<file path="src/isi_pkg.sv">
// Shared types and constants for the integer insertion sorter.
`timescale 1ns / 1ps

package isi_pkg;

    localparam int DATA_W = 32;

    // One input transfer: an element and the end-of-set marker
    typedef struct packed {
        logic signed [DATA_W-1:0] value;
        logic                     last;
    } item_t;

    // One result transfer
    typedef struct packed {
        logic signed [DATA_W-1:0] sorted_value;
        logic                     last_out;
        logic                     dropped;
    } result_t;

    // Commands from the controller to the datapath
    typedef struct packed {
        logic load_in;    // latch the accepted item, fetch the top stored entry
        logic set_ovf;    // record a dropped element
        logic shift;      // move the fetched entry up one place
        logic place;      // write the new element at the current position
        logic start_out;  // fetch entry zero for the output run
        logic load_out;   // load the output register, fetch the next entry
        logic clear;      // empty the store for the next set
    } cmd_t;

    // Status from the datapath to the controller
    typedef struct packed {
        logic full;       // store holds its maximum number of entries
        logic fill_zero;  // store is empty
        logic greater;    // fetched entry is greater than the new element
        logic pos_one;    // insertion position is one
        logic item_last;  // latched item carries the end-of-set marker
        logic out_free;   // output register can take a result this cycle
        logic out_final;  // the entry being output is the last stored one
    } sts_t;

endpackage

</file>
<file path="src/isi_datapath.sv">
// Datapath of the insertion sorter: ordered store, position counters, output register.
`timescale 1ns / 1ps

module isi_datapath #(
    parameter int MAX_ITEMS = 64
) (
    input  logic            clk,
    input  logic            rst_n,
    input  isi_pkg::item_t  item,
    input  isi_pkg::cmd_t   cmd,
    output isi_pkg::sts_t   sts,
    output logic            result_valid,
    input  logic            result_stall,
    output isi_pkg::result_t result
);

    localparam int ADDR_W = (MAX_ITEMS > 1) ? $clog2(MAX_ITEMS) : 1;
    localparam int CNT_W  = $clog2(MAX_ITEMS + 1);

    // Ordered store, one write and one registered read per cycle
    logic [isi_pkg::DATA_W-1:0] store_mem [MAX_ITEMS];
    logic [isi_pkg::DATA_W-1:0] rdata_reg;
    logic [ADDR_W-1:0]          rd_addr_reg;
    logic [ADDR_W-1:0]          rd_addr_next;

    logic signed [isi_pkg::DATA_W-1:0] value_reg;
    logic                              last_reg;
    logic [ADDR_W-1:0]                 pos_reg;
    logic [CNT_W-1:0]                  fill_reg;
    logic                              ovf_reg;
    logic [ADDR_W-1:0]                 idx_reg;

    logic                              out_valid_reg;
    isi_pkg::result_t                  out_reg;

    // Choose the next read address
    always_comb
    begin
        rd_addr_next = rd_addr_reg;
        priority if (cmd.load_in)
        begin
            rd_addr_next = ADDR_W'(fill_reg - CNT_W'(1));
        end
        else if (cmd.shift)
        begin
            rd_addr_next = pos_reg - ADDR_W'(2);
        end
        else if (cmd.start_out)
        begin
            rd_addr_next = '0;
        end
        else if (cmd.load_out)
        begin
            rd_addr_next = idx_reg + ADDR_W'(1);
        end
    end

    // Write and read the store
    always_ff @(posedge clk)
    begin
        if (cmd.shift)
        begin
            store_mem[pos_reg] <= rdata_reg;
        end
        else if (cmd.place)
        begin
            store_mem[pos_reg] <= value_reg;
        end
        rdata_reg <= store_mem[rd_addr_next];
    end

    // Hold the latched item
    always_ff @(posedge clk)
    begin
        if (cmd.load_in)
        begin
            value_reg <= item.value;
            last_reg  <= item.last;
        end
    end

    // Track fill count, position, drop flag, output index and read address
    always_ff @(posedge clk or negedge rst_n)
    begin
        if (!rst_n)
        begin
            fill_reg    <= '0;
            ovf_reg     <= 1'b0;
            pos_reg     <= '0;
            idx_reg     <= '0;
            rd_addr_reg <= '0;
        end
        else
        begin
            rd_addr_reg <= rd_addr_next;
            if (cmd.load_in)
            begin
                pos_reg <= ADDR_W'(fill_reg);
            end
            else if (cmd.shift)
            begin
                pos_reg <= pos_reg - ADDR_W'(1);
            end
            if (cmd.set_ovf)
            begin
                ovf_reg <= 1'b1;
            end
            if (cmd.place)
            begin
                fill_reg <= fill_reg + CNT_W'(1);
            end
            if (cmd.start_out)
            begin
                idx_reg <= '0;
            end
            else if (cmd.load_out)
            begin
                idx_reg <= idx_reg + ADDR_W'(1);
            end
            if (cmd.clear)
            begin
                fill_reg <= '0;
                ovf_reg  <= 1'b0;
            end
        end
    end

    // Output register: load a result or drop it once transferred
    always_ff @(posedge clk or negedge rst_n)
    begin
        if (!rst_n)
        begin
            out_valid_reg <= 1'b0;
        end
        else if (cmd.load_out)
        begin
            out_valid_reg <= 1'b1;
        end
        else if (!result_stall)
        begin
            out_valid_reg <= 1'b0;
        end
    end

    always_ff @(posedge clk)
    begin
        if (cmd.load_out)
        begin
            out_reg.sorted_value <= rdata_reg;
            out_reg.last_out     <= sts.out_final;
            out_reg.dropped      <= ovf_reg;
        end
    end

    // Report status
    always_comb
    begin
        sts.full      = (fill_reg == CNT_W'(MAX_ITEMS));
        sts.fill_zero = (fill_reg == '0);
        sts.greater   = ($signed(rdata_reg) > value_reg);
        sts.pos_one   = (pos_reg == ADDR_W'(1));
        sts.item_last = last_reg;
        sts.out_free  = !out_valid_reg || !result_stall;
        sts.out_final = ((CNT_W'(idx_reg) + CNT_W'(1)) == fill_reg);
    end

    assign result_valid = out_valid_reg;
    assign result       = out_reg;

endmodule

</file>
<file path="src/isi_ctrl.sv">
// Controller of the insertion sorter: sequences insertion and the output run.
`timescale 1ns / 1ps

module isi_ctrl (
    input  logic          clk,
    input  logic          rst_n,
    input  logic          item_valid,
    output logic          item_stall,
    input  isi_pkg::sts_t sts,
    output isi_pkg::cmd_t cmd
);

    typedef enum logic [2:0] {
        ST_IDLE,
        ST_INSERT,
        ST_PLACE,
        ST_OUT_START,
        ST_OUT_RUN
    } state_t;

    state_t state_reg;
    state_t state_next;

    // Decide commands and the next state
    always_comb
    begin
        cmd        = '0;
        state_next = state_reg;
        unique case (state_reg)
            ST_IDLE:
            begin
                if (item_valid)
                begin
                    cmd.load_in = 1'b1;
                    state_next  = ST_INSERT;
                end
            end
            ST_INSERT:
            begin
                priority if (sts.full)
                begin
                    cmd.set_ovf = 1'b1;
                    state_next  = sts.item_last ? ST_OUT_START : ST_IDLE;
                end
                else if (sts.fill_zero || !sts.greater)
                begin
                    cmd.place  = 1'b1;
                    state_next = sts.item_last ? ST_OUT_START : ST_IDLE;
                end
                else
                begin
                    cmd.shift  = 1'b1;
                    state_next = sts.pos_one ? ST_PLACE : ST_INSERT;
                end
            end
            ST_PLACE:
            begin
                cmd.place  = 1'b1;
                state_next = sts.item_last ? ST_OUT_START : ST_IDLE;
            end
            ST_OUT_START:
            begin
                cmd.start_out = 1'b1;
                state_next    = ST_OUT_RUN;
            end
            ST_OUT_RUN:
            begin
                if (sts.out_free)
                begin
                    cmd.load_out = 1'b1;
                    if (sts.out_final)
                    begin
                        cmd.clear  = 1'b1;
                        state_next = ST_IDLE;
                    end
                end
            end
            default:
            begin
                state_next = ST_IDLE;
            end
        endcase
    end

    // Hold state
    always_ff @(posedge clk or negedge rst_n)
    begin
        if (!rst_n)
        begin
            state_reg <= ST_IDLE;
        end
        else
        begin
            state_reg <= state_next;
        end
    end

    assign item_stall = (state_reg != ST_IDLE);

endmodule

</file>
<file path="src/insertion_sort_integers.sv">
// Insertion sorter: a set of signed integers in, the set in ascending order out.
// Inserting an item moves each stored entry greater than it up one place; the shifts
// run through the single write port of the ordered store. After a marked item is
// inserted, a set-up step, then one result per cycle while the output is not stalled.
// Reset clears the fill count, the drop flag and the valid of the output register;
// the store contents are undefined and never read before they are written.
`timescale 1ns / 1ps

module insertion_sort_integers #(
    parameter int MAX_ITEMS = 64
) (
    input  logic             clk,
    input  logic             rst_n,
    input  logic             item_valid,
    output logic             item_stall,
    input  isi_pkg::item_t   item,
    output logic             result_valid,
    input  logic             result_stall,
    output isi_pkg::result_t result
);

    isi_pkg::cmd_t cmd;
    isi_pkg::sts_t sts;

    // Sequence insertion and output
    isi_ctrl u_ctrl (
        .clk        (clk),
        .rst_n      (rst_n),
        .item_valid (item_valid),
        .item_stall (item_stall),
        .sts        (sts),
        .cmd        (cmd)
    );

    // Store, counters and output register
    isi_datapath #(
        .MAX_ITEMS (MAX_ITEMS)
    ) u_datapath (
        .clk          (clk),
        .rst_n        (rst_n),
        .item         (item),
        .cmd          (cmd),
        .sts          (sts),
        .result_valid (result_valid),
        .result_stall (result_stall),
        .result       (result)
    );

endmodule

</file>
<file path="config.mk">
export PLATFORM = sky130hd
export DESIGN_NAME = insertion_sort_integers
export DESIGN_NICKNAME = d
export VERILOG_FILES = /design/src/isi_pkg.sv /design/src/isi_datapath.sv /design/src/isi_ctrl.sv /design/src/insertion_sort_integers.sv
export SDC_FILE = /design/constraint.sdc
export NUM_CORES = 2
export LEC_CHECK = 0
export ABC_AREA = 0
export BUFFER_PORTS_ARGS = -buffer_cell sky130_fd_sc_hd__buf_4
export CAP_MARGIN = 20
export CORE_UTILIZATION = 40
export CTS_CLUSTER_SIZE = 25
export DETAILED_ROUTE_END_ITERATION = 10
export PLACE_DENSITY = 0.66
export SYNTH_ARGS = -nofsm -noshare
export SYNTH_HDL_FRONTEND = slang
export SYNTH_SLANG_ARGS = --single-unit
</file>
<file path="constraint.sdc">
create_clock -name clk -period 8.35 [get_ports clk]
set_input_delay 1.2525 -clock clk [delete_from_list [all_inputs] [get_ports clk]]
set_output_delay 1.2525 -clock clk [all_outputs]
set_load 0.05 [all_outputs]
</file>
# After elaboration in Yosys (flattened, before gate mapping)

Memories as Yosys holds them, arrays and structs flattened. A register that Yosys moved wholly into a read port is not among the register bits.
Index checks and enable logic that the tools add are counted.
W data, S select, Z words.

Reduce and logical (&&, ||, !) cells: 13
$add $sub $neg: 6
Equal/unequal tests: 11
Mux-type cells: 40
$lt $le $gt $ge: 1
Bitwise logic cells: 1

Operator list:

| cell                  | count |
|---|---|
| $mux W6               | 8 |
| $gt A32 B32 Y1        | 1 |
| $mux W32              | 1 |
| $mux W1               | 16 |
| $mux W3               | 5 |
| $pmux W3 S5           | 1 |
| $mux W7               | 2 |
| $mux W2               | 6 |
| $sub A6 B1 Y6 const B | 2 |
| $reduce_bool A2 Y1    | 4 |
| $add A6 B1 Y7 const B | 1 |
| $add A7 B1 Y7 const B | 1 |
| $eq A7 B7 Y1          | 1 |
| $eq A7 B7 Y1 const B  | 1 |
| $logic_not A7 Y1      | 1 |
| $add A6 B1 Y6 const B | 1 |
| $eq A3 B2 Y1 const B  | 2 |
| $eq A6 B1 Y1 const B  | 1 |
| $ne A2 B2 Y1 const B  | 3 |
| $sub A6 B2 Y6 const B | 1 |
| $eq A3 B1 Y1 const B  | 1 |
| $eq A3 B3 Y1 const B  | 1 |
| $logic_not A1 Y1      | 3 |
| $logic_not A3 Y1      | 1 |
| other kinds (6)       | 7 |

Memories kept: 1
Bits in writable memories: 2048
Bits of input ports: 37
Output and inout port bits: 36
Register bits after elaboration: 97
Word-level logic and storage cells: 85

Memories:

| name                 | depth | bits a word | read ports | clocked after memory_dff | wr ports | RTL line           | text |
|---|---|---|---|---|---|---|---|
| u_datapath.store_mem | 64    | 32          | 1          | 1                        | 1        | isi_datapath.sv:21 | `logic [isi_pkg::DATA_W-1:0] store_mem [MAX_ITEMS];` |

# Depth between registers and ports, before layout

Depth in word-level cells: 10
Depth in mapped cells: 21
Depth with buffers taken out: 15

# Hierarchy

A second synthesis with hierarchy kept.

Cell total of the unflattened synthesis: 4262
Area, all modules: 86160.1 um^2

By module, submodules not included:

| module       | times used | sequential area each (um^2) | cells each | area an instance (um^2) |
|---|---|---|---|---|
| isi_datapath | 1          | 64827.2                     | 4232       | 85892.4 |
| isi_ctrl     | 1          | 75.1                        | 30         | 267.8 |

# Least setup slack after synthesis

OpenSTA, ideal clock, no wires.

Path kind: reg-to-reg
From: register u_datapath.value_reg[13] (netlist bit)
To: memory u_datapath.store_mem[0][0] (netlist bit) (data pin)
Required time: 7648 ps
Slack: 2713 ps
Cell stages (with the launch flop): 15
Data arrival time: 4936 ps
Cells stage by stage: edfxtp_1 inv_1 ha_1 nand4_1 nor4_1 a21boi_0 or4_1 o21a_1 buf_6 and2_1 a211o_1 a21oi_1 buf_2 buf_2 o21ai_0

Cells in the longest elaborated chain, start to end: 10
Elaborated cells between the ends (all ways): 12
Classes of those cells: 1 x order compare; 9 x mux; 2 x reduce/logical

RTL lines:

| element                           | RTL line            | text |
|---|---|---|
| start: declaration                | isi_datapath.sv:26  | `logic signed [isi_pkg::DATA_W-1:0] value_reg;` |
| start signal: assignment          | isi_datapath.sv:77  | `value_reg <= item.value;` |
| $gt A32 B32 Y1 (*)                | isi_datapath.sv:160 | `sts.greater = ($signed(rdata_reg) > value_reg);` |
| $logic_not A1 Y1 (*)              | isi_ctrl.sv:45      | `else if (sts.fill_zero \|\| !sts.greater)` |
| $logic_or A1 B1 Y1 (*)            | isi_ctrl.sv:45      |  |
| $mux W1                           | isi_ctrl.sv:45      |  |
| $mux W2 (*)                       | isi_ctrl.sv:40      | `priority if (sts.full)` |
| $pmux W1 S2                       | isi_ctrl.sv:29      | `unique case (state_reg)` |
| $mux W1                           | isi_datapath.sv:65  | `else if (cmd.place)` |
| $mux W1 (*)                       | isi_datapath.sv:61  | `if (cmd.shift)` |
| $mux W1 (implied by the code) (*) | isi_datapath.sv:67  | `store_mem[pos_reg] <= value_reg;` |
| $mux W32 (no line) (*)            | -                   |  |
| end: declaration                  | isi_datapath.sv:21  |  |

Every way passes the cells marked *; elsewhere a longest branch is shown, timed or not.

# Worst setup path in the final report

From: register u_datapath.rdata_reg[1] (netlist bit) (read register of u_datapath.store_mem)
To: register u_datapath.rdata_reg[11] (netlist bit) (read register of u_datapath.store_mem)

Cells in the longest elaborated chain, start to end: 8

RTL lines:

| element            | RTL line            | text |
|---|---|---|
| start: declaration | isi_datapath.sv:22  | `logic [isi_pkg::DATA_W-1:0] rdata_reg;` |
| $gt A32 B32 Y1     | isi_datapath.sv:160 |  |
| $logic_not A1 Y1   | isi_ctrl.sv:45      |  |
| $logic_or A1 B1 Y1 | isi_ctrl.sv:45      |  |
| $mux W1            | isi_ctrl.sv:45      |  |
| $mux W2            | isi_ctrl.sv:40      |  |
| $mux W2            | isi_ctrl.sv:29      |  |
| $mux W6            | isi_datapath.sv:44  | `else if (cmd.shift)` |
| $mux W6            | isi_datapath.sv:40  | `priority if (cmd.load_in)` |

No other way between the ends.
A chain may end at the register's enable or synchronous reset.

==> metrics.txt <==
area delta synth->final=13.6%; sum of overflow across all layers after global routing=0; routability congestion estimate from global placement=0.915; number of levels the H-tree was split into=4; number of flip-flops in the largest register=2048; hold-fix buffer count after cts=0; Min Hold Slack=0.326 ns; Syn. warnings=0; R2R setup slack=1.43 ns; root buffer cell=clkbuf_16; number of antenna violations at the first check in global routing=19; RSZ-0062 raised after global routing=false; initial standard-cell utilization of the core=0.404; clk_skew=0.0357 ns; Post-Synthesis Mean Instance Area=15.9 µm²; clock edge transition at the registers on the reported setup and hold paths=0.06 ns; post-synthesis sequential element count=2177; placed instance area=0.0900 mm²; height of the die=463 µm; worst path arrival time=7.59 ns; Hold Path Class=primary input to asynchronous set/reset pin; number of rows in the core area=168; share of the cycle needed by the critical path after routing=0.829; distinct cell type count after synthesis=74; commonest cells after routing, fill and taps aside=2115 x edfxtp_1, 1029 x nand2_1, 281 x mux2i_1; Vias/cell=5.94; final-report max-slew violation count=0; Total Neg Setup Slack=0 ns; TritonCTS clock tree=done; cell area after technology mapping=0.0851 mm²; final critical path time including I/O delays and setup=6.92 ns; Die Width=463 µm; post-CTS setup buffers=0; top post-synthesis cells by area=edfxtp_1 75%, nand2_1 4.5%, mux2i_1 3.3%; area of the placeable core=0.211 mm²; Final #Nets=5571; total iterations of the first detailed-routing run=8; kind of start point of the critical path=flip-flop; largest driver fanout on the critical path=35; sequential-to-total area share from yosys stat=0.762; global-route wire length before repair=353000 µm; IO buf count=72; timing-limited maximum frequency=144 MHz; cell type contributing the most total cell area after synthesis=edfxtp_1; Longest Clk Path Bufs=3; startpoint of the lowest-slack register-to-register path=u_datapath.rdata_reg[1]; tightest slew margin relative to the limit=0.151; most common cell after layout, fill and taps aside=edfxtp_1; share of synthesized registers carrying an async set or reset=0.0138; final standard cell count with taps included and fillers excluded=8488; share of the synthesized area in the top cell type=0.746; largest net degree at the start of global routing=122; Data required, critical path=9.01 ns; final instance area=0.0967 mm²; Remaining DRCs=0; Syn Nets=5422; CP endpoint kind=flip-flop; fraction of layout cells with a size suffix above 1=0.142; Register-to-Register Path Depth=15; routed wirelength normalized by instance count=29.5 µm; largest register by flop count=u_datapath.store_mem; clock buffer count from CTS=208; total track usage=0.227; count of cells resized by post-cts repair=0; number of enable-type register cells in the synthesized netlist=2115; Detail Placement HPWL=147000 µm; Final setup viols=0; total I/O pin count=73; count of placed standard cells including taps=8083; vias in the first global route=47400; transition time of the tightest slew-check pin=1.27 ns; number of max-capacitance violations reported=0; number of endpoints with negative hold slack in the final report=0; r2r endpoint=u_datapath.rdata_reg[11]; kind of critical path=flip-flop to flip-flop; insertion delay of the later-clocked pin in the worst-skew pair=0.86 ns; most frequently used flop master after synthesis=edfxtp_1; Die Footprint=0.215 mm²; Num Clock Sinks=2177; status=finished, final reports clean; initial DRC count=7736; number of routed nets with antenna violations=0; vias after detailed routing=50500; Synth Instances=5342; Total Routed Length=250000 µm
-- layer usage --
metal / share of wire / vias up / routed length, µm / GRT usage
met3: 0.12 / 511 / 29200 / 0.0539
met5: 0.00015 / - / 37 / 0
met1: 0.39 / 25600 / 96800 / 0.314
met2: 0.45 / 3213 / 112000 / 0.340
li1: - / 21100 / - / -
met4: 0.049 / 6 / 12300 / 0.106
-- layout make-up --
| class | instances | area (µm²) |
|---|---|---|
| diodes | 12 | 30.0 |
| clock buffers | 269 | 5610 |
| clock inverters | 121 | 995 |
| fillers | 17700 | 114000 |
| inverters | 46 | 180 |
| multi-input cells | 2790 | 19000 |
| flip-flops and latches | 2177 | 64900 |
| well taps | 2805 | 3510 |
| repair buffers | 268 | 2480 |
-- cells by family after synthesis --
kind of cell | synth area share
flip-flops | 0.762
adder cells (fa/ha/maj) | 0.00632
multiplexers | 0.0640
XOR/XNOR | 0.00278
AND/OR/NAND/NOR | 0.0733
AO/OA/AOI/OAI | 0.0687
buffers and inverters | 0.0225
-- synthesized netlist by cell type, drive strengths merged, types with 10 or more instances --
library cell  number
a2111oi           42
a211o             52
a211oi           101
a21o              12
a21oi            165
a22o              28
a311oi            17
a31oi            183
a32o              21
a32oi             62
and3              72
and4              10
buf              182
clkbuf           147
dfrtp             30
dfxtp             32
edfxtp          2115
ha                43
inv               45
mux2              32
mux2i            281
mux4             101
nand2           1033
nand3            164
nand4             26
nor2              99
nor3              24
nor4              18
o211ai            10
o21ai             29
o221ai            20
o22ai             80
xnor2             12
xor2              15
-- worst max-delay path, cell delays in order (launching register included) --
cell      delay (ns)
dfxtp_1         0.81
ha_1            0.37
nor2b_1         0.13
o211ai_1        0.14
a21boi_0        0.12
or4_1           0.57
o21a_1          0.34
nand3_2         0.13
buf_4           0.46
and2_4          0.77
buf_12          0.37
buf_4           0.45
mux4_2          0.58
a22o_1          0.25
a211oi_1        1.02
nor4_1          0.16
-- worst max path at each step --
| stage | cells past startpoint | startpoint | to | slack [ns] |
|---|---|---|---|---|
| 2_1_floorplan | 14 | u_datapath.value_reg[13] | u_datapath.store_mem[0][0] | 2.71 |
| 3_3_place_gp | 15 | u_datapath.rdata_reg[1] | u_datapath.rdata_reg[22] | 1.39 |
| 3_5_place_dp | 15 | u_datapath.rdata_reg[1] | u_datapath.rdata_reg[11] | 1.73 |
| 4_1_cts | 15 | u_datapath.rdata_reg[1] | u_datapath.rdata_reg[11] | 1.69 |
| 5_1_grt | 16 | u_datapath.value_reg[15] | u_datapath.rdata_reg[11] | 1.52 |
| 6_report | 15 | u_datapath.rdata_reg[1] | u_datapath.rdata_reg[11] | 1.43 |
-- metrics by stage --
stage / util / worst slack (ns)
after floorplan: - / 2.71
after global placement: 0.425 / 1.39
after detailed placement: 0.427 / 1.73
after CTS: 0.459 / 1.69
after global routing: 0.459 / 1.52
final: 0.459 / 1.43
Power is left out: the tool's default activity adds up to more than one toggle a clock period on the data nets, which glitch-free logic cannot reach.
